**src/sv/crfr_pkg.sv**
```systemverilog
// shared types, codes and sizes for the command frame receiver and responder
`default_nettype none
package crfr_pkg;

  localparam int unsigned PayloadBytes = 10;
  localparam int unsigned FrameStore   = 6;
  localparam logic [3:0]  OdomLen      = 4'd14;
  localparam logic [3:0]  ShortLen     = 4'd8;
  localparam logic [15:0] IdleMax      = 16'hFFFF;

  typedef enum logic [1:0] {
    KIND_BYTE  = 2'd0,
    KIND_TELEM = 2'd1,
    KIND_TICK  = 2'd2,
    KIND_SPARE = 2'd3
  } kind_t;

  typedef enum logic [2:0] {
    EV_NONE   = 3'd0,
    EV_CSUM   = 3'd1,
    EV_DRIVE  = 3'd2,
    EV_STOP   = 3'd3,
    EV_ANSWER = 3'd4
  } event_t;

  localparam logic [7:0] CmdVel    = 8'h00;
  localparam logic [7:0] CmdOdom   = 8'h01;
  localparam logic [7:0] CmdStatus = 8'h02;
  localparam logic [7:0] CmdStop   = 8'h03;

  typedef enum logic [1:0] {
    PKT_VEL    = 2'd0,
    PKT_ODOM   = 2'd1,
    PKT_STATUS = 2'd2
  } pkt_t;

  localparam logic [1:0] CfgReqHeader   = 2'd0;
  localparam logic [1:0] CfgReplyHeader = 2'd1;
  localparam logic [1:0] CfgLinkTimeout = 2'd2;

  typedef struct packed {
    logic [7:0]  request_header;
    logic [7:0]  reply_header;
    logic [15:0] link_timeout;
  } cfg_t;

  // one job handed from the parser to the serializer
  typedef struct packed {
    logic                              has_pkt;
    pkt_t                              pkt_kind;
    logic [7:0]                        hdr;
    logic [PayloadBytes-1:0][7:0]      payload;
    event_t                            event_res;
    logic signed [15:0]                drive_left;
    logic signed [15:0]                drive_right;
    logic                              link_up;
  } desc_t;

endpackage
`default_nettype wire

```
**src/sv/crfr_in_if.sv**
```systemverilog
// input item channel: received bytes, telemetry updates and ticks
`default_nettype none
interface crfr_in_if;
  import crfr_pkg::*;
  logic               valid;
  logic               ready;
  logic [1:0]         kind;
  logic [7:0]         rx_byte;
  logic signed [15:0] wheel_speed_left;
  logic signed [15:0] wheel_speed_right;
  logic [31:0]        pos_x_bits;
  logic [31:0]        pos_y_bits;
  logic [15:0]        heading;
  logic [15:0]        battery_level;
  logic signed [15:0] temperature;

  modport source (output valid, kind, rx_byte, wheel_speed_left, wheel_speed_right,
                  pos_x_bits, pos_y_bits, heading, battery_level, temperature,
                  input ready);
  modport sink (input valid, kind, rx_byte, wheel_speed_left, wheel_speed_right,
                pos_x_bits, pos_y_bits, heading, battery_level, temperature,
                output ready);
endinterface
`default_nettype wire

```
**src/sv/crfr_out_if.sv**
```systemverilog
// result channel: reply bytes with event and drive status
`default_nettype none
interface crfr_out_if;
  logic               valid;
  logic               ready;
  logic [7:0]         tx_byte;
  logic               tx_valid;
  logic               tx_last;
  logic [2:0]         event_res;
  logic signed [15:0] drive_left;
  logic signed [15:0] drive_right;
  logic               link_up;

  modport source (output valid, tx_byte, tx_valid, tx_last, event_res, drive_left,
                  drive_right, link_up, input ready);
  modport sink (input valid, tx_byte, tx_valid, tx_last, event_res, drive_left,
                drive_right, link_up, output ready);
endinterface
`default_nettype wire

```
**src/sv/crfr_front.sv**
```systemverilog
// front end: frame hunting, checksum check, state update and job build
`default_nettype none
module crfr_front (
  input  wire logic           clk,
  input  wire logic           rst,
  input  wire crfr_pkg::cfg_t cfg,
  crfr_in_if.sink             item,
  input  wire logic           q_full,
  output logic                q_push,
  output crfr_pkg::desc_t     q_desc
);
  import crfr_pkg::*;

  logic [2:0]               fpos, fpos_next;
  logic [FrameStore-1:0][7:0] fb;
  logic                     fb_we;
  logic [2:0]               fb_addr;
  logic signed [15:0]       tel_left, tel_right, tel_temp;
  logic [31:0]              tel_x, tel_y;
  logic [15:0]              tel_heading, tel_battery;
  logic signed [15:0]       held_left, held_left_next;
  logic signed [15:0]       held_right, held_right_next;
  logic [15:0]              idle, idle_next;
  logic                     accept;
  logic                     tel_we;
  logic [7:0]               sum;
  logic [15:0]              got;
  logic [7:0]               cmd;

  assign item.ready = !q_full;
  assign accept     = item.valid && item.ready;
  assign q_push     = accept;

  always_comb begin
    fpos_next       = fpos;
    fb_we           = 1'b0;
    fb_addr         = fpos - 3'd1;
    tel_we          = 1'b0;
    held_left_next  = held_left;
    held_right_next = held_right;
    idle_next       = idle;
    sum             = cfg.request_header ^ fb[0] ^ fb[1] ^ fb[2] ^ fb[3] ^ fb[4];
    got             = {item.rx_byte, fb[5]};
    cmd             = fb[0];

    q_desc          = '0;
    q_desc.hdr      = cfg.reply_header;
    q_desc.pkt_kind = PKT_VEL;
    q_desc.event_res = EV_NONE;

    case (kind_t'(item.kind))
      KIND_BYTE: begin
        if (fpos == 3'd0) begin
          fpos_next = (item.rx_byte == cfg.request_header) ? 3'd1 : 3'd0;
        end else if (fpos != 3'd7) begin
          fb_we     = 1'b1;
          fpos_next = fpos + 3'd1;
        end else begin
          // last frame byte is the checksum high byte
          fpos_next = 3'd0;
          if (got != {8'h00, sum}) begin
            q_desc.event_res = EV_CSUM;
          end else begin
            idle_next = '0;
            if (cmd == CmdVel || cmd == CmdOdom || cmd == CmdStatus) begin
              q_desc.has_pkt   = 1'b1;
              q_desc.pkt_kind  = pkt_t'(cmd[1:0]);
              q_desc.event_res = EV_ANSWER;
            end else if (cmd == CmdStop) begin
              q_desc.has_pkt   = 1'b1;
              q_desc.pkt_kind  = PKT_VEL;
              q_desc.event_res = EV_STOP;
            end else begin
              held_left_next   = {fb[2], fb[1]};
              held_right_next  = {fb[4], fb[3]};
              q_desc.event_res = EV_DRIVE;
            end
          end
        end
      end
      KIND_TELEM: tel_we = 1'b1;
      KIND_TICK: begin
        if (idle != IdleMax) idle_next = idle + 16'd1;
      end
      default: ;
    endcase

    case (q_desc.pkt_kind)
      PKT_ODOM:   q_desc.payload = {tel_heading, tel_y, tel_x};
      PKT_STATUS: q_desc.payload = {48'h0, tel_temp, tel_battery};
      default:    q_desc.payload = {48'h0, tel_right, tel_left};
    endcase

    q_desc.drive_left  = held_left_next;
    q_desc.drive_right = held_right_next;
    q_desc.link_up     = idle_next < cfg.link_timeout;
  end

  always_ff @(posedge clk) begin
    if (rst) begin
      fpos        <= '0;
      tel_left    <= '0;
      tel_right   <= '0;
      tel_x       <= '0;
      tel_y       <= '0;
      tel_heading <= '0;
      tel_battery <= '0;
      tel_temp    <= '0;
      held_left   <= '0;
      held_right  <= '0;
      idle        <= IdleMax;
    end else if (accept) begin
      fpos       <= fpos_next;
      held_left  <= held_left_next;
      held_right <= held_right_next;
      idle       <= idle_next;
      if (tel_we) begin
        tel_left    <= item.wheel_speed_left;
        tel_right   <= item.wheel_speed_right;
        tel_x       <= item.pos_x_bits;
        tel_y       <= item.pos_y_bits;
        tel_heading <= item.heading;
        tel_battery <= item.battery_level;
        tel_temp    <= item.temperature;
      end
    end
  end

  always_ff @(posedge clk) begin
    if (accept && fb_we) fb[fb_addr] <= item.rx_byte;
  end

endmodule
`default_nettype wire

```
**src/sv/crfr_queue.sv**
```systemverilog
// two-entry job queue between parser and serializer
`default_nettype none
module crfr_queue (
  input  wire logic            clk,
  input  wire logic            rst,
  input  wire logic            push,
  input  wire crfr_pkg::desc_t push_desc,
  output logic                 full,
  input  wire logic            pop,
  output logic                 valid,
  output crfr_pkg::desc_t      head
);
  import crfr_pkg::*;

  desc_t      mem [2];
  logic       wptr, rptr;
  logic [1:0] count;
  logic       do_push, do_pop;

  assign full    = count == 2'd2;
  assign valid   = count != 2'd0;
  assign head    = mem[rptr];
  assign do_push = push && !full;
  assign do_pop  = pop && valid;

  always_ff @(posedge clk) begin
    if (rst) begin
      wptr  <= 1'b0;
      rptr  <= 1'b0;
      count <= '0;
    end else begin
      if (do_push) wptr <= !wptr;
      if (do_pop) rptr <= !rptr;
      case ({do_push, do_pop})
        2'b10:   count <= count + 2'd1;
        2'b01:   count <= count - 2'd1;
        default: count <= count;
      endcase
    end
  end

  always_ff @(posedge clk) begin
    if (do_push) mem[wptr] <= push_desc;
  end

endmodule
`default_nettype wire

```
**src/sv/crfr_back.sv**
```systemverilog
// back end: serializes one job into result beats with running xor checksum
`default_nettype none
module crfr_back (
  input  wire logic            clk,
  input  wire logic            rst,
  input  wire logic            q_valid,
  input  wire crfr_pkg::desc_t q_head,
  output logic                 q_pop,
  crfr_out_if.source           result
);
  import crfr_pkg::*;

  logic [3:0] idx;
  logic [3:0] pl_idx;
  logic [7:0] xacc;
  logic [3:0] len;
  logic [7:0] beat_byte;
  logic       beat_last;
  logic       advance;
  logic       emit;

  assign len     = (q_head.pkt_kind == PKT_ODOM) ? OdomLen : ShortLen;
  assign pl_idx  = idx - 4'd2;
  assign advance = !result.valid || result.ready;
  assign emit    = advance && q_valid;
  assign q_pop   = emit && beat_last;

  always_comb begin
    beat_byte = 8'h00;
    beat_last = 1'b1;
    if (q_head.has_pkt) begin
      beat_last = idx == len - 4'd1;
      if (idx == 4'd0)             beat_byte = q_head.hdr;
      else if (idx == 4'd1)        beat_byte = {6'b0, q_head.pkt_kind};
      else if (idx == len - 4'd2)  beat_byte = xacc;
      else if (idx == len - 4'd1)  beat_byte = 8'h00;
      else                         beat_byte = q_head.payload[pl_idx];
    end
  end

  always_ff @(posedge clk) begin
    if (rst) begin
      idx          <= '0;
      xacc         <= '0;
      result.valid <= 1'b0;
    end else begin
      if (advance) result.valid <= q_valid;
      if (emit) begin
        if (beat_last) begin
          idx  <= '0;
          xacc <= '0;
        end else begin
          idx  <= idx + 4'd1;
          xacc <= xacc ^ beat_byte;
        end
      end
    end
  end

  always_ff @(posedge clk) begin
    if (emit) begin
      result.tx_byte     <= beat_byte;
      result.tx_valid    <= q_head.has_pkt;
      result.tx_last     <= beat_last;
      result.event_res   <= q_head.event_res;
      result.drive_left  <= q_head.drive_left;
      result.drive_right <= q_head.drive_right;
      result.link_up     <= q_head.link_up;
    end
  end

endmodule
`default_nettype wire

```
**src/sv/command_frame_receiver_responder_core.sv**
```systemverilog
// top level: config registers, frame parser, job queue and reply serializer
//
//   channel  role    beat contents
//   item     sink    kind, rx_byte, telemetry fields
//   result   source  tx_byte, tx_valid, tx_last, event_res, drive, link_up
//   cfg      write   cfg_we, cfg_index, cfg_wdata
//
// an item is taken whenever the two-entry job queue has room
// an item with no reply gives one result beat from the serializer
// a reply packet is 8 or 14 beats, one byte a cycle from the serializer unless result stalls
// result stalls fill the queue and then drop item ready
// synchronous reset, no clearing pass
`default_nettype none
module command_frame_receiver_responder_core (
  input  wire logic        clk,
  input  wire logic        rst,
  input  wire logic        cfg_we,
  input  wire logic [1:0]  cfg_index,
  input  wire logic [15:0] cfg_wdata,
  crfr_in_if.sink          item,
  crfr_out_if.source       result
);
  import crfr_pkg::*;

  cfg_t  cfg;
  desc_t push_desc, head;
  logic  push, full, pop, q_valid;

  always_ff @(posedge clk) begin
    if (rst) begin
      cfg.request_header <= 8'd170;
      cfg.reply_header   <= 8'd187;
      cfg.link_timeout   <= 16'd500;
    end else if (cfg_we) begin
      case (cfg_index)
        CfgReqHeader:   cfg.request_header <= cfg_wdata[7:0];
        CfgReplyHeader: cfg.reply_header   <= cfg_wdata[7:0];
        CfgLinkTimeout: cfg.link_timeout   <= cfg_wdata;
        default: ;
      endcase
    end
  end

  crfr_front u_front (
    .clk    (clk),
    .rst    (rst),
    .cfg    (cfg),
    .item   (item),
    .q_full (full),
    .q_push (push),
    .q_desc (push_desc)
  );

  crfr_queue u_queue (
    .clk       (clk),
    .rst       (rst),
    .push      (push),
    .push_desc (push_desc),
    .full      (full),
    .pop       (pop),
    .valid     (q_valid),
    .head      (head)
  );

  crfr_back u_back (
    .clk     (clk),
    .rst     (rst),
    .q_valid (q_valid),
    .q_head  (head),
    .q_pop   (pop),
    .result  (result)
  );

endmodule
`default_nettype wire
```
**src/flat_wrapper.sv**
```systemverilog
// flat-port wrapper written by rule: the top's interface ports become plain ports
module command_frame_receiver_responder_core_flat import crfr_pkg::*;
  (clk, rst, cfg_we, cfg_index, cfg_wdata, item_valid, item_kind, item_rx_byte, item_wheel_speed_left, item_wheel_speed_right, item_pos_x_bits, item_pos_y_bits, item_heading, item_battery_level, item_temperature, item_ready, result_valid, result_tx_byte, result_tx_valid, result_tx_last, result_event_res, result_drive_left, result_drive_right, result_link_up, result_ready);
  crfr_in_if item_i ();
  crfr_out_if result_i ();
  input  wire logic clk;
  input  wire logic rst;
  input  wire logic cfg_we;
  input  wire logic [1:0] cfg_index;
  input  wire logic [15:0] cfg_wdata;
  input wire logic [$bits(item_i.valid)-1:0] item_valid;
  input wire logic [$bits(item_i.kind)-1:0] item_kind;
  input wire logic [$bits(item_i.rx_byte)-1:0] item_rx_byte;
  input wire logic [$bits(item_i.wheel_speed_left)-1:0] item_wheel_speed_left;
  input wire logic [$bits(item_i.wheel_speed_right)-1:0] item_wheel_speed_right;
  input wire logic [$bits(item_i.pos_x_bits)-1:0] item_pos_x_bits;
  input wire logic [$bits(item_i.pos_y_bits)-1:0] item_pos_y_bits;
  input wire logic [$bits(item_i.heading)-1:0] item_heading;
  input wire logic [$bits(item_i.battery_level)-1:0] item_battery_level;
  input wire logic [$bits(item_i.temperature)-1:0] item_temperature;
  output wire logic [$bits(item_i.ready)-1:0] item_ready;
  output wire logic [$bits(result_i.valid)-1:0] result_valid;
  output wire logic [$bits(result_i.tx_byte)-1:0] result_tx_byte;
  output wire logic [$bits(result_i.tx_valid)-1:0] result_tx_valid;
  output wire logic [$bits(result_i.tx_last)-1:0] result_tx_last;
  output wire logic [$bits(result_i.event_res)-1:0] result_event_res;
  output wire logic [$bits(result_i.drive_left)-1:0] result_drive_left;
  output wire logic [$bits(result_i.drive_right)-1:0] result_drive_right;
  output wire logic [$bits(result_i.link_up)-1:0] result_link_up;
  input wire logic [$bits(result_i.ready)-1:0] result_ready;
  assign item_i.valid = item_valid;
  assign item_i.kind = item_kind;
  assign item_i.rx_byte = item_rx_byte;
  assign item_i.wheel_speed_left = item_wheel_speed_left;
  assign item_i.wheel_speed_right = item_wheel_speed_right;
  assign item_i.pos_x_bits = item_pos_x_bits;
  assign item_i.pos_y_bits = item_pos_y_bits;
  assign item_i.heading = item_heading;
  assign item_i.battery_level = item_battery_level;
  assign item_i.temperature = item_temperature;
  assign item_ready = item_i.ready;
  assign result_valid = result_i.valid;
  assign result_tx_byte = result_i.tx_byte;
  assign result_tx_valid = result_i.tx_valid;
  assign result_tx_last = result_i.tx_last;
  assign result_event_res = result_i.event_res;
  assign result_drive_left = result_i.drive_left;
  assign result_drive_right = result_i.drive_right;
  assign result_link_up = result_i.link_up;
  assign result_i.ready = result_ready;
  command_frame_receiver_responder_core u_core (.clk(clk), .rst(rst), .cfg_we(cfg_we), .cfg_index(cfg_index), .cfg_wdata(cfg_wdata), .item(item_i), .result(result_i));
endmodule
```
**config.mk**
```make
export PLATFORM = sky130hd
export DESIGN_NAME = command_frame_receiver_responder_core_flat
export DESIGN_NICKNAME = d
export VERILOG_FILES = /design/src/sv/crfr_pkg.sv /design/src/sv/crfr_in_if.sv /design/src/sv/crfr_out_if.sv /design/src/sv/crfr_front.sv /design/src/sv/crfr_queue.sv /design/src/sv/crfr_back.sv /design/src/sv/command_frame_receiver_responder_core.sv /design/src/flat_wrapper.sv
export SDC_FILE = /design/constraint.sdc
export NUM_CORES = 1
export LEC_CHECK = 0
export BUFFER_PORTS_ARGS = -buffer_cell sky130_fd_sc_hd__buf_4
export CORE_MARGIN = 2
export CORE_UTILIZATION = 40
export CTS_CLUSTER_SIZE = 12
export DETAILED_ROUTE_END_ITERATION = 10
export SYNTH_ARGS = -nofsm -noshare
export SYNTH_HDL_FRONTEND = slang
export SYNTH_HIERARCHICAL = 1
export SYNTH_SLANG_ARGS = --single-unit
```
**constraint.sdc**
```tcl
create_clock -name clk -period 4.4 [get_ports clk]
set_input_delay 0.88 -clock clk [delete_from_list [all_inputs] [get_ports clk]]
set_output_delay 0.88 -clock clk [all_outputs]
set_load 0.005 [all_outputs]
```
### Word-level counts from Yosys, hierarchy flattened

Memory sizes are Yosys's and may differ from the RTL's. A register that Yosys moved wholly into a read port is not among the register bits.
Index checks and enable logic that the tools add are counted.

| storage, ports and cells | value |
|---|---|
| memories kept | 1 |
| bits in registers | 338 |
| output and inout port bits | 48 |
| RAM bits | 254 |
| bits of input ports | 177 |

Memories:

| memory | words | width | rd ports | clocked after memory_dff | wr ports | RTL line | text |
|---|---|---|---|---|---|---|---|
| u_core.u_queue.mem | 2 | 127 | 1 | 1 | 1 | crfr_queue.sv:15 | `desc_t mem [2];` |

| operators by class | value |
|---|---|
| equal/unequal tests | 20 |
| add/subtract/negate cells | 9 |
| reductions and logical operators | 26 |
| mux-type cells | 56 |
| bitwise logic cells | 6 |
| magnitude comparators | 4 |

Operators by type and width:

| kind | count |
|---|---|
| $mux W16 | 16 |
| $pmux W80 S2 | 1 |
| $mux W8 | 8 |
| $bwmux W48 | 1 |
| $xor A8 B8 Y8 | 6 |
| $mux W3 | 14 |
| $bmux W8 S4 | 1 |
| $pmux W16 S2 | 1 |
| $demux W8 S3 | 1 |
| $add A16 B1 Y16 const B | 1 |
| $eq A8 B2 Y1 const B | 2 |
| $lt A16 B16 Y1 | 1 |
| $ne A16 B16 Y1 const B | 1 |
| $ne A16 B8 Y1 | 1 |
| $mux W1 | 11 |
| $eq A2 B1 Y1 const B | 5 |
| $eq A2 B2 Y1 const B | 5 |
| $reduce_and A2 Y1 | 5 |
| $eq A4 B4 Y1 | 2 |
| $eq A8 B1 Y1 const B | 1 |
| $eq A8 B8 Y1 | 1 |
| $logic_not A8 Y1 | 1 |
| $sub A4 B2 Y4 const B | 2 |
| $logic_and A1 B1 Y1 | 7 |
| other kinds (19) | 26 |

### Depth between registers and ports, before layout

Gate-level depths: netlist of the first run.

| depth | value |
|---|---|
| depth after elaboration | 12 |
| gate-level depth with buffers | 16 |
| depth with buffers taken out | 15 |

### Cells and area by module

Netlist of the first run, hierarchy kept.

Modules (own cells, without submodules):

| module | sequential area each (µm²) | cells an instance | area an instance (µm²) | times used |
|---|---|---|---|---|
| crfr_front | 5345.1 | 1327 | 11685.0 | 1 |
| crfr_queue | 7727.4 | 421 | 9367.7 | 1 |
| crfr_back | 1641.6 | 276 | 3161.8 | 1 |
| command_frame_receiver_responder_core | 640.6 | 132 | 1338.8 | 1 |

### Least setup slack after synthesis of the first run

OpenSTA, ideal clock, no wires.

| timing | value |
|---|---|
| path kind | input -> register |
| start | in item_valid |
| end | mem u_core/u_queue/mem[1][0] (netlist bit), enable pin |
| cell stages on the path | 4 |
| library setup time | 0.502 ns |
| setup slack | -0.376 ns |
| arrival time | 4.275 ns |
| path through | nand2_1 > clkbuf_1 > inv_1 > and3_1 |

| on the way | value |
|---|---|
| cells in the longest elaborated chain, start to end | 4 |

RTL lines:

| item | RTL line | text |
|---|---|---|
| from (decl) | flat_wrapper.sv:11 | `input wire logic [$bits(item_i.valid)-1:0] item_valid;` |
| $logic_and A1 B1 Y1 | crfr_front.sv:31 | `assign accept = item.valid && item.ready;` |
| via u_core.push | command_frame_receiver_responder_core.sv:27 | `logic push, full, pop, q_valid;` |
| $logic_and A1 B1 Y1 | crfr_queue.sv:23 | `assign do_push = push && !full;` |
| $mux W1 | crfr_queue.sv:43 | `if (do_push) mem[wptr] <= push_desc;` |
| $mux W1 (not written as such) | crfr_queue.sv:43 |  |
| to (decl) | crfr_queue.sv:15 |  |

The timed path passes the listed nets, and every way through them passes these cells.

==> metrics.txt, run 1 <==
total negative slack 0 ns; Filler cells 5,763; CP Launch Point u_core/u_front/fpos[0]$_SDFFE_PP0P_; Post-synth EDFFs 348; hold buffer count at cts 0; slowest cell on the critical path or4b_1; placed wire-length estimate 42.0 mm; Starting Density 40.5%; dpl ws 0.386 ns; first drt pass iteration count 7; Reg-to-Reg Start u_core/u_front/fpos[0]$_SDFFE_PP0P_; cell area after synthesis 0.0256 sq mm; Util after Layout 47.8%; most frequent cells in the layout 361 x nand2_1, 348 x edfxtp_1, 247 x buf_4, 243 x dfxtp_1, 179 x a21oi_1; Yosys cell types 70; status finished, final reports clean; Comb pwr share 19.4%; Power Density 515 mW/mm^2; CP max stage delay 0.57 ns; Total Routing Usage GR 18.6%; crit-path cells inv_1, ha_1, nor2b_1, or4b_1, nor3_2, nand4_1, nor3b_1, ha_2, buf_12, a22oi_1, o21ai_0; Sequential Power Share 46.2%; Buf/Inv on CP 2; M1 WL 29.5 mm; CP required 4.74 ns; DR vias 16.7k; area grow syn2layout 18.1%; min-delay src u_core/u_front/tel_heading[11]$_SDFFE_PP0P_; Port Buffers 224; clk sink count 593; Peak VDD IR 316 uV; commonest non-fill, non-tap cell in the layout nand2_1; CTS tree built; final net count 2,551; Top Metal Used met5; Cells after Synth 2,156; met3 routed WL 2.77 mm; largest net degree at the start of global routing 134; Synth async-reset ratio 0%; via count of the first global-routing pass 16.6k; WL met2 28.8 mm; Inserted Clock Buffers 66; register area share after synthesis 60.1%; area of the core 0.0631 sq mm; Slew @ Worst Pin 0.943 ns; YS warnings 6; fin worst setup slack 0.474 ns; internal power 11.3 mW; die area 0.0659 sq mm; top area cells in the synthesized netlist edfxtp_1 41%, dfxtp_1 19%, mux2_2 5.7%; max cap viols 0; final-report hold violation count 0; area share of the largest cell type after synthesis 40.9%; Max Transition Viols Final 0; Post-synth top flop edfxtp_1; Worst Setup Path Type reg2reg; Die Span X 257 microns; DRT Wirelength 62.2 mm; Antenna Nets Post-Route 0; Fmax achieved 255 MHz; NetSw 4.22 mW; post-synth top area cell edfxtp_1; startpoint types flip-flop; Worst Path Arrival 4.26 ns; Vias/cell 5.15; setup bufs post-CTS 0; Worst-Skew Late Latency 0.60 ns; gr ovfl total 0; RSZ-0062 raised after global routing false; H-tree levels 3; post-route clock period utilization 89.2%; Final GP Congestion 0.855; # IOs 225; Worst slew margin 37.0%; WL/cell 19.2 microns; DR iter-0 viols 1,278; Clock Tree Root clkbuf_16; CTS clock-pin slew for the worst setup and hold paths 0.06 ns; initial antenna violation count 2; CP Max Fanout 80; clock share of power 34.4%; leakage power 11.1 nW; CP Capture Type flip-flop; number of synthesized register bits 593; first-pass GRT wire length 95.2 mm; Sw Share 27.1%; Worst Skew 0.0239 ns; clk buf depth 3; Post-CTS Resized 0; fin crit period 3.93 ns; layout cell share with drive strength beyond 1 22.4%; Die Ht 257 microns; # DRC 0; Min Hold Slack 0.451 ns; Final setup viols 0; Syn Nets 2,361; Rows 92; average size of a mapped cell 11.9 sq um; largest delay contributor family on the critical path simple AND/OR/NAND/NOR gates; Hold WC Path Type reg2reg
[synth_stat cells (all sizes together) (12+ instances only)]
master,number
a21oi,179
a22oi,44
and2,52
and3,15
buf,51
clkbuf,86
dfxtp,245
edfxtp,348
ha,28
inv,45
mux2,161
mux2i,98
nand2,362
nand2b,107
nand3,19
nor2,62
nor3,30
o211ai,12
o21ai,44
xnor2,24
xnor3,16
[worst min-delay path: stages (launching register included)]
cell and delay, ns:
dfxtp_1 0.30, nand2_1 0.05, a21oi_1 0.05
[final timing paths]
kind / to / slack (ns) / depth (start not counted)
worst min-delay path: u_core/u_front/tel_heading[11]$_SDFFE_PP0P_ / 0.45 / 2
worst max-delay path: u_core/u_queue/mem[0][45]$_DFFE_PP_ / 0.47 / 11
worst max register to register: u_core/u_queue/mem[0][45]$_DFFE_PP_ / 0.47 / 11
worst min register to register: u_core/u_front/tel_heading[11]$_SDFFE_PP0P_ / 0.45 / 2
[through the flow]
| stage | cells | power [mW] | cell area (sq um) |
|---|---|---|---|
| after floorplan | 2156 | 9.09 | 25600 |
| after global placement | 3124 | 10.3 | 28100 |
| after detailed placement | 3124 | 10.4 | 28100 |
| after CTS | 3246 | 15.8 | 30200 |
| after global routing | 3247 | 16.3 | 30200 |
| final | 3247 | 15.6 | 30200 |
[area by class of cell]
type / instances / area, sq um / share of cell area, %
inverter: 46 / 176 / 0.585
clock inverter: 23 / 223 / 0.738
clock buffer: 99 / 1880 / 6.22
multi-input combinational: 1380 / 9390 / 31.1
sequential: 593 / 15400 / 50.9
timing repair buffer: 259 / 2090 / 6.92
tap: 846 / 1060 / 3.51
antenna: 1 / 2.50 / 0.00829
[flip-flops by register name, indices dropped and copies added, names as in the netlist, 32 cells and up, named ones only]
signal,flops
u_core/u_queue/mem,254
u_core/u_front/fb,40
u_core/cfg,32
u_core/u_front/tel_x,32
u_core/u_front/tel_y,32
[cell families after synthesis]
family / share of synthesized area [%]
adders and majority gates: 1.37
and+or+nand+nor: 13.1
xor gates and xnor gates: 2.61
DFF: 60.1
AOI/OAI and AO/OA: 7.92
muxes: 11.7
buffers and inverters: 3.25
[layer usage]
| metal | vias to the layer above | GRT usage (%) |
|---|---|---|
| met4 | 2 | 5.28 |
| met3 | 75 | 2.72 |
| met5 | - | 0 |
| met2 | 374 | 29.3 |
| li1 | 8050 | - |
| met1 | 8234 | 26.6 |
[power by group through the flow]
stage | sequential [mW] | combinational (mW) | clock [mW]
floorplan | 7.23 | 1.87 | 0
global placement | 7.30 | 3.01 | 0
detailed placement | 7.32 | 3.05 | 0
CTS | 7.21 | 3.07 | 5.49
global route | 7.28 | 3.30 | 5.71
finish | 7.19 | 3.01 | 5.35
Note: power is estimated with default switching activity, not from simulation.
==> inputs of run 2 (changes only) <==
==> constraint.sdc (replaced) <==
create_clock -name clk -period 4.6 [get_ports clk]
set_input_delay 0.92 -clock clk [delete_from_list [all_inputs] [get_ports clk]]
set_output_delay 0.92 -clock clk [all_outputs]
set_load 0.005 [all_outputs]
==> run 2 against run 1 <==
  * Design area is essentially flat
  * Total power shrank 3.3%
  * Clock skew grew 0.0033 ns
  * Utilization is essentially flat
  * Die area is the same
  * Fmax shrank 1.8%
  * Critical path depth shrank 1
  * Non-clock buffer count shrank 8
  * Register-to-register slack gained 0.13 ns
  * Sequential share of layout area is essentially flat
  * Setup slack gained 0.13 ns
  * Critical endpoint is now u_core/u_queue/mem[0][59]$_DFFE_PP_
  * Largest cell class unchanged
  * Highest routed layer unchanged
==> metrics.txt, run 2 (same netlist as run 1, synthesis figures left out) <==
status finished, final reports clean (unchanged); diodes inserted 0 (was 1); leakage power 11.1 nW (about the same); placed wire-length estimate 41.8 mm (was 42.0 mm); largest net degree at the start of global routing 131 (was 134); initial antenna violation count 2 (unchanged); global-route met1 utilization 26.3% (was 26.6%); layout cell share with drive strength beyond 1 22.4% (about the same); Global Route met3 Usage 3.17% (was 2.72%); Post-CTS Resized 0 (unchanged); Hold WC Path Type reg2reg (unchanged); WL/cell 19.2 microns (about the same); Starting Density 40.5% (unchanged); most frequent cells in the layout 361 x nand2_1, 348 x edfxtp_1, 243 x dfxtp_1, 242 x buf_4, 179 x a21oi_1 (was 361 x nand2_1, 348 x edfxtp_1, 247 x buf_4, 243 x dfxtp_1, 179 x a21oi_1); Worst slew margin 35.2% (was 37.0%); Min Hold Slack 0.452 ns (was 0.451 ns); Power Density 499 mW/mm^2 (was 515 mW/mm^2); R2R Path End u_core/u_queue/mem[0][59]$_DFFE_PP_ (was u_core/u_queue/mem[0][45]$_DFFE_PP_); clk sink count 593 (unchanged); Worst-Skew Late Latency 0.60 ns (about the same); H-tree levels 3 (unchanged); Final setup viols 0 (unchanged); Fmax achieved 250 MHz (was 255 MHz); Worst Path Arrival 4.40 ns (was 4.26 ns); CP Launch Point u_core/u_front/fpos[0]$_SDFFE_PP0P_ (unchanged); gr busiest metal met2 (unchanged); max cap viols 0 (unchanged); clk buf depth 3 (unchanged); DRT Wirelength 62.3 mm (was 62.2 mm); post-layout total power 15.1 mW (was 15.6 mW); Largest Register u_core/u_queue/mem (unchanged); max reg flops 254 (unchanged); Vias/cell 5.11 (was 5.15); Antenna Nets Post-Route 0 (unchanged); CTS clock-pin slew for the worst setup and hold paths 0.06 ns (about the same); met2 Usage GRT 29.1% (was 29.3%); startpoint types flip-flop (unchanged); Peak VDD IR 277 uV (was 316 uV); area of the core 0.0631 sq mm (unchanged); CP Max Fanout 32 (was 80); Port Buffers 224 (unchanged); Worst Setup Path Type reg2reg (unchanged); placed cell count 3,116 (was 3,124); Die Span X 257 microns (unchanged); CP Capture Type flip-flop (unchanged); die area 0.0659 sq mm (unchanged); hold buffer count at cts 0 (unchanged); final-report hold violation count 0 (unchanged); CP required 5.01 ns (was 4.74 ns); Final GP Congestion 0.869 (was 0.855); area grow syn2layout 18.1% (about the same); gr ovfl total 0 (unchanged); DR vias 16.6k (was 16.7k); Max Transition Viols Final 0 (unchanged); via count of the first global-routing pass 16.7k (was 16.6k); Non-Filler Instances 3,238 (was 3,247); fin crit period 4.00 ns (was 3.93 ns); # IOs 225 (unchanged); largest registers u_core/u_queue/mem: 254 flops, u_core/u_front/fb: 40 flops (unchanged); Filler cells 5,755 (was 5,763); post-route clock period utilization 86.9% (was 89.2%); Slew @ Worst Pin 0.970 ns (was 0.943 ns); Worst R2R Path Depth 10 (was 11); Die Ht 257 microns (unchanged); CTS tree built (unchanged); setup bufs post-CTS 0 (unchanged); Reg-to-Reg Start u_core/u_front/fpos[0]$_SDFFE_PP0P_ (unchanged); final net count 2,544 (was 2,551); Critical path destination u_core/u_queue/mem[0][59]$_DFFE_PP_ (was u_core/u_queue/mem[0][45]$_DFFE_PP_); # DRC 0 (unchanged); Total Routing Usage GR 18.6% (about the same); RSZ-0062 raised after global routing false (unchanged); first drt pass iteration count 5 (was 7); DR iter-0 viols 1,323 (was 1,278); first-pass GRT wire length 95.7 mm (was 95.2 mm); Rows 92 (unchanged); reg-to-reg setup timing slack 0.60 ns (was 0.47 ns); Worst Skew 0.0272 ns (was 0.0239 ns); Inserted Clock Buffers 67 (was 66); total negative slack 0 ns (unchanged); Clock Tree Root clkbuf_16 (unchanged); commonest non-fill, non-tap cell in the layout nand2_1 (unchanged); Hold Path Depth 2 (unchanged)
## run 2: cell type report
type | instances | area, sq um | area share (%)
clock buffer | 97 | 1900 | 6.30
clock inverter | 25 | 294 | 0.974
inverter | 46 | 176 | 0.585
multi-input combinational | 1380 | 9390 | 31.1
sequential | 593 | 15400 | 50.9
tap | 846 | 1060 | 3.51
timing repair buffer | 251 | 1990 | 6.60
## run 2: per-stage QoR
| stage | utilization (%) | instance area (sq um) | setup WS [ns] |
|---|---|---|---|
| final | 47.8 | 30200 | 0.603 |
| after global routing | 47.8 | 30200 | 0.281 |
| after CTS | 47.8 | 30200 | 0.609 |
| after detailed placement | 44.4 | 28000 | 0.375 |
| after global placement | 44.4 | 28000 | 0.510 |
| after floorplan | - | 25600 | 0.694 |
## run 2: where the power goes
group	internal, mW	total (mW)	switching (mW)
sequential	6.58	6.89	0.304
combinational	1.23	2.86	1.63
clock	3.17	5.30	2.12
total	11.0	15.1	4.06
## run 2: routing by layer
metal | share of wire (%) | up-vias
met5 | 0.043 | -
met4 | 2.3 | 4
met3 | 4.9 | 89
met2 | 46 | 355
met1 | 47 | 8074
li1 | - | 8034
## run 2: worst min path at each step
stage / startpoint / end / slack [ns]
floorplan: u_core/u_front/tel_heading[0]$_SDFFE_PP0P_ / u_core/u_front/tel_heading[0]$_SDFFE_PP0P_ / 0.43
global placement: u_core/cfg[16]$_SDFFE_PP1P_ / u_core/u_queue/mem[0][116]$_DFFE_PP_ / 0.44
detailed placement: u_core/u_front/tel_heading[8]$_SDFFE_PP0P_ / u_core/u_front/tel_heading[8]$_SDFFE_PP0P_ / 0.44
CTS: u_core/u_front/tel_heading[8]$_SDFFE_PP0P_ / u_core/u_front/tel_heading[8]$_SDFFE_PP0P_ / 0.45
global route: u_core/cfg[18]$_SDFFE_PP0P_ / u_core/u_queue/mem[0][118]$_DFFE_PP_ / 0.47
finish: u_core/u_front/tel_heading[8]$_SDFFE_PP0P_ / u_core/u_front/tel_heading[8]$_SDFFE_PP0P_ / 0.45
## run 2: worst max-delay path, stage by stage, from the launching register on
cell and delay [ns]:
dfxtp_1 0.37, inv_1 0.10, ha_1 0.22, nor2b_1 0.18, or4b_1 0.58, nor3_2 0.25
nand4_1 0.20, nor3b_1 0.58, ha_2 0.87, a22oi_1 0.15, o21ai_0 0.30
==> inputs of run 3 (changes only) <==
--- a/config.mk
+++ b/config.mk
@@ -5,6 +5,7 @@
 export SDC_FILE = /design/constraint.sdc
 export NUM_CORES = 1
 export LEC_CHECK = 0
+export ABC_AREA = 1
 export BUFFER_PORTS_ARGS = -buffer_cell sky130_fd_sc_hd__buf_4
 export CORE_MARGIN = 2
 export CORE_UTILIZATION = 40
==> run 3 against run 2 <==
  * Design area down 0.85%
  * Clock skew up 0.0013 ns
  * Fmax up 3.3%
  * Die area up 0.27%
  * Largest cell class unchanged
==> metrics.txt, run 3 <==
status finished, final reports clean (unchanged); via count of the first global-routing pass 18.2k (was 16.7k); fin crit period 3.87 ns (was 4.00 ns); cell with the most instances on the worst path nand2_1; register area share after synthesis 59.9% (was 60.1%); Largest Register u_core/u_queue/mem (unchanged); most common cell in the netlist nor2_1 (was nand2_1); Buf/Inv on CP 3 (was 1); Register Area 0.0154 sq mm (unchanged); Filler cells 5,857 (was 5,755); post-synthesis xor/xnor area fraction 0.840% (was 2.61%); layout cell share with drive strength beyond 1 18.1% (was 22.4%); H-tree levels 2 (was 3); Worst Setup Path Type reg2reg (unchanged); total negative slack 0 ns (unchanged); # IOs 225 (unchanged); Die Ht 257 microns (about the same); cell area after synthesis 0.0256 sq mm (about the same); Synth Area in Simple Gates 17.0% (was 13.1%); commonest non-fill, non-tap cell in the layout nor2_1 (was nand2_1); gr ovfl total 0 (unchanged); Die Span X 257 microns (about the same); Antenna Nets Post-Route 0 (unchanged); Fmax achieved 259 MHz (was 250 MHz); CTS clock-pin slew for the worst setup and hold paths 0.06 ns (about the same); Final setup viols 0 (unchanged); Power Density 490 mW/mm^2 (was 499 mW/mm^2); most frequent cells in the layout 522 x nor2_1, 399 x nand2_1, 348 x edfxtp_1, 243 x dfxtp_1, 242 x buf_4 (was 361 x nand2_1, 348 x edfxtp_1, 243 x dfxtp_1, 242 x buf_4, 179 x a21oi_1); largest delay contributor family on the critical path simple AND/OR/NAND/NOR gates (unchanged); Syn Nets 2,836 (was 2,361); first-pass GRT wire length 101 mm (was 95.7 mm); CP max stage delay 0.52 ns (was 0.87 ns); Post-CTS Resized 0 (unchanged); Worst Skew 0.0285 ns (was 0.0272 ns); Post-synth EDFFs 348 (unchanged); placed wire-length estimate 44.4 mm (was 41.8 mm); area of the core 0.0632 sq mm (was 0.0631 sq mm); final net count 3,010 (was 2,544); Slew @ Worst Pin 1.05 ns (was 0.970 ns); Synth async-reset ratio 0% (unchanged); post-synth top area cell edfxtp_1 (unchanged); CP Max Fanout 32 (unchanged); YS warnings 6 (unchanged); Starting Density 40.5% (about the same); largest net degree at the start of global routing 107 (was 131); Total Routing Usage GR 19.5% (was 18.6%); Peak VDD IR 275 uV (was 277 uV); slowest cell on the critical path edfxtp_1 (was ha_2); leakage power 12.9 nW (was 11.1 nW); mux cell area share after synthesis 6.37% (was 11.7%); max cap viols 0 (unchanged); final-report hold violation count 0 (unchanged); Port Buffers 224 (unchanged); post-route clock period utilization 84.1% (was 86.9%); die area 0.0661 sq mm (was 0.0659 sq mm); Worst Path Arrival 4.31 ns (was 4.40 ns); clk buf depth 3 (unchanged); RSZ-0062 raised after global routing false (unchanged); Util after Layout 47.3% (was 47.8%); CTS tree built (unchanged); crit-path cells xnor2_2, xor2_1, nand2_1, nand2_1, nand2_1, nand2_1, nand2_1, nor2_2, nand3_4, nor2_1, nand2_1, nor2_1, inv_1, ha_1, inv_1, buf_4, nor2_1, a21oi_1 (was inv_1, ha_1, nor2b_1, or4b_1, nor3_2, nand4_1, nor3b_1, ha_2, a22oi_1, o21ai_0); setup bufs post-CTS 0 (unchanged); Commonest cells post-synth 523 x nor2_1, 399 x nand2_1, 348 x edfxtp_1, 245 x dfxtp_1, 234 x inv_1 (was 362 x nand2_1, 348 x edfxtp_1, 245 x dfxtp_1, 179 x a21oi_1, 130 x mux2_2); DRT Wirelength 66.0 mm (was 62.3 mm); startpoint types flip-flop (unchanged); area share of the largest cell type after synthesis 40.8% (was 40.9%); number of synthesized register bits 593 (unchanged); DR iter-0 viols 1,408 (was 1,323); average size of a mapped cell 9.74 sq um (was 11.9 sq um); initial antenna violation count 2 (unchanged); hold buffer count at cts 0 (unchanged); Inserted Clock Buffers 61 (was 67); Post-synth top flop edfxtp_1 (unchanged); Clock Tree Root clkbuf_16 (unchanged); Final GP Congestion 0.850 (was 0.869); top area cells in the synthesized netlist edfxtp_1 41%, dfxtp_1 19%, nor2_1 7.7% (was edfxtp_1 41%, dfxtp_1 19%, mux2_2 5.7%); largest registers u_core/u_queue/mem: 254 flops, u_core/u_front/fb: 40 flops (unchanged); Synth Area in Compound Gates 8.27% (was 7.92%); Cells after Synth 2,631 (was 2,156); first drt pass iteration count 8 (was 5); Yosys cell types 50 (was 70); Vias/cell 5.03 (was 5.11); WL/cell 17.8 microns (was 19.2 microns); # DRC 0 (unchanged); largest family of logic cells by synthesized area simple AND/OR/NAND/NOR gates (unchanged); Hold WC Path Type reg2reg (unchanged); Worst slew margin 29.9% (was 35.2%); area of the multi-input gates 0.00869 sq mm (was 0.00939 sq mm); clk sink count 593 (unchanged); area grow syn2layout 16.8% (was 18.1%); Worst-Skew Late Latency 0.62 ns (was 0.60 ns); CP required 5.04 ns (was 5.01 ns); CP Capture Type flip-flop (unchanged); Synth Area in Adders 1.37% (about the same); Rows 92 (unchanged); max reg flops 254 (unchanged); DR vias 18.6k (was 16.6k); Max Transition Viols Final 0 (unchanged)
[run 3: layout make-up]
class                           instances  share of cell area (%)
Antenna cell                            1                 0.00836
Multi-Input combinational cell       1655                    29.0
Clock buffer                           97                    6.03
Sequential cell                       593                    51.3
Inverter                              248                    3.17
Timing Repair Buffer                  246                    6.34
Tap cell                              846                    3.54
Clock inverter                         16                   0.535
[run 3: path summary, 6_finish.rpt]
kind                                         from                             endpoint  slack (ns)  depth (start not counted)
hold reg to reg        u_core/cfg[4]$_SDFFE_PP1P_           u_core/cfg[4]$_SDFFE_PP1P_        0.47                          2
setup reg to reg  u_core/u_front/fb[23]$_DFFE_PP_  u_core/u_queue/mem[0][55]$_DFFE_PP_        0.73                         18
setup / recovery  u_core/u_front/fb[23]$_DFFE_PP_  u_core/u_queue/mem[0][55]$_DFFE_PP_        0.73                         18
hold / removal         u_core/cfg[4]$_SDFFE_PP1P_           u_core/cfg[4]$_SDFFE_PP1P_        0.47                          2
[run 3: through the flow]
step                hold WS (ns)  total power [mW]  cells  cell area (sq um)  setup WS (ns)
finish                     0.470              14.7   3702              29900          0.732
global route               0.501              15.3   3702              29900          0.493
CTS                        0.473              14.8   3701              29900          0.778
detailed placement         0.453              9.94   3588              28000          0.457
global placement           0.448              9.88   3588              28000          0.556
floorplan                  0.429              8.78   2631              25600          0.306
[run 3: cell families (layout without fill, tap and decap cells)]
kind of cell,Yosys count,after routing
AO/OA/AOI/OAI,395,395
XOR/XNOR,22,22
adder cells (fa/ha/maj),28,28
buffers and inverters,383,607
flip-flops,593,593
multiplexers,133,133
other,0,1
AND/OR/NAND/NOR,1077,1077
[run 3: worst reg2reg max path: stages, from the launching register on]
cell,delay (ns)
edfxtp_1,0.52
xnor2_2,0.26
xor2_1,0.21
nand2_1,0.11
nand2_1,0.09
nand2_1,0.06
nand2_1,0.07
nand2_1,0.07
nor2_2,0.19
nand3_4,0.18
nor2_1,0.23
nand2_1,0.13
nor2_1,0.23
inv_1,0.09
ha_1,0.48
inv_1,0.11
buf_4,0.36
nor2_1,0.10
a21oi_1,0.21
[run 3: power by group]
group / leakage, nW / switching [mW] / internal [mW]
Clock: 0.967 / 2.01 / 2.84
Combinational: 6.62 / 1.67 / 1.16
Sequential: 5.32 / 0.364 / 6.61
Total: 12.9 / 4.05 / 10.6
[run 3: layer usage]
metal	routed length [microns]	GRT usage (%)	share of wire (%)
met1	30800	27.3	47
met2	29600	30.5	45
met3	3520	2.86	5.3
met4	2090	7.28	3.2
met5	0	0	0
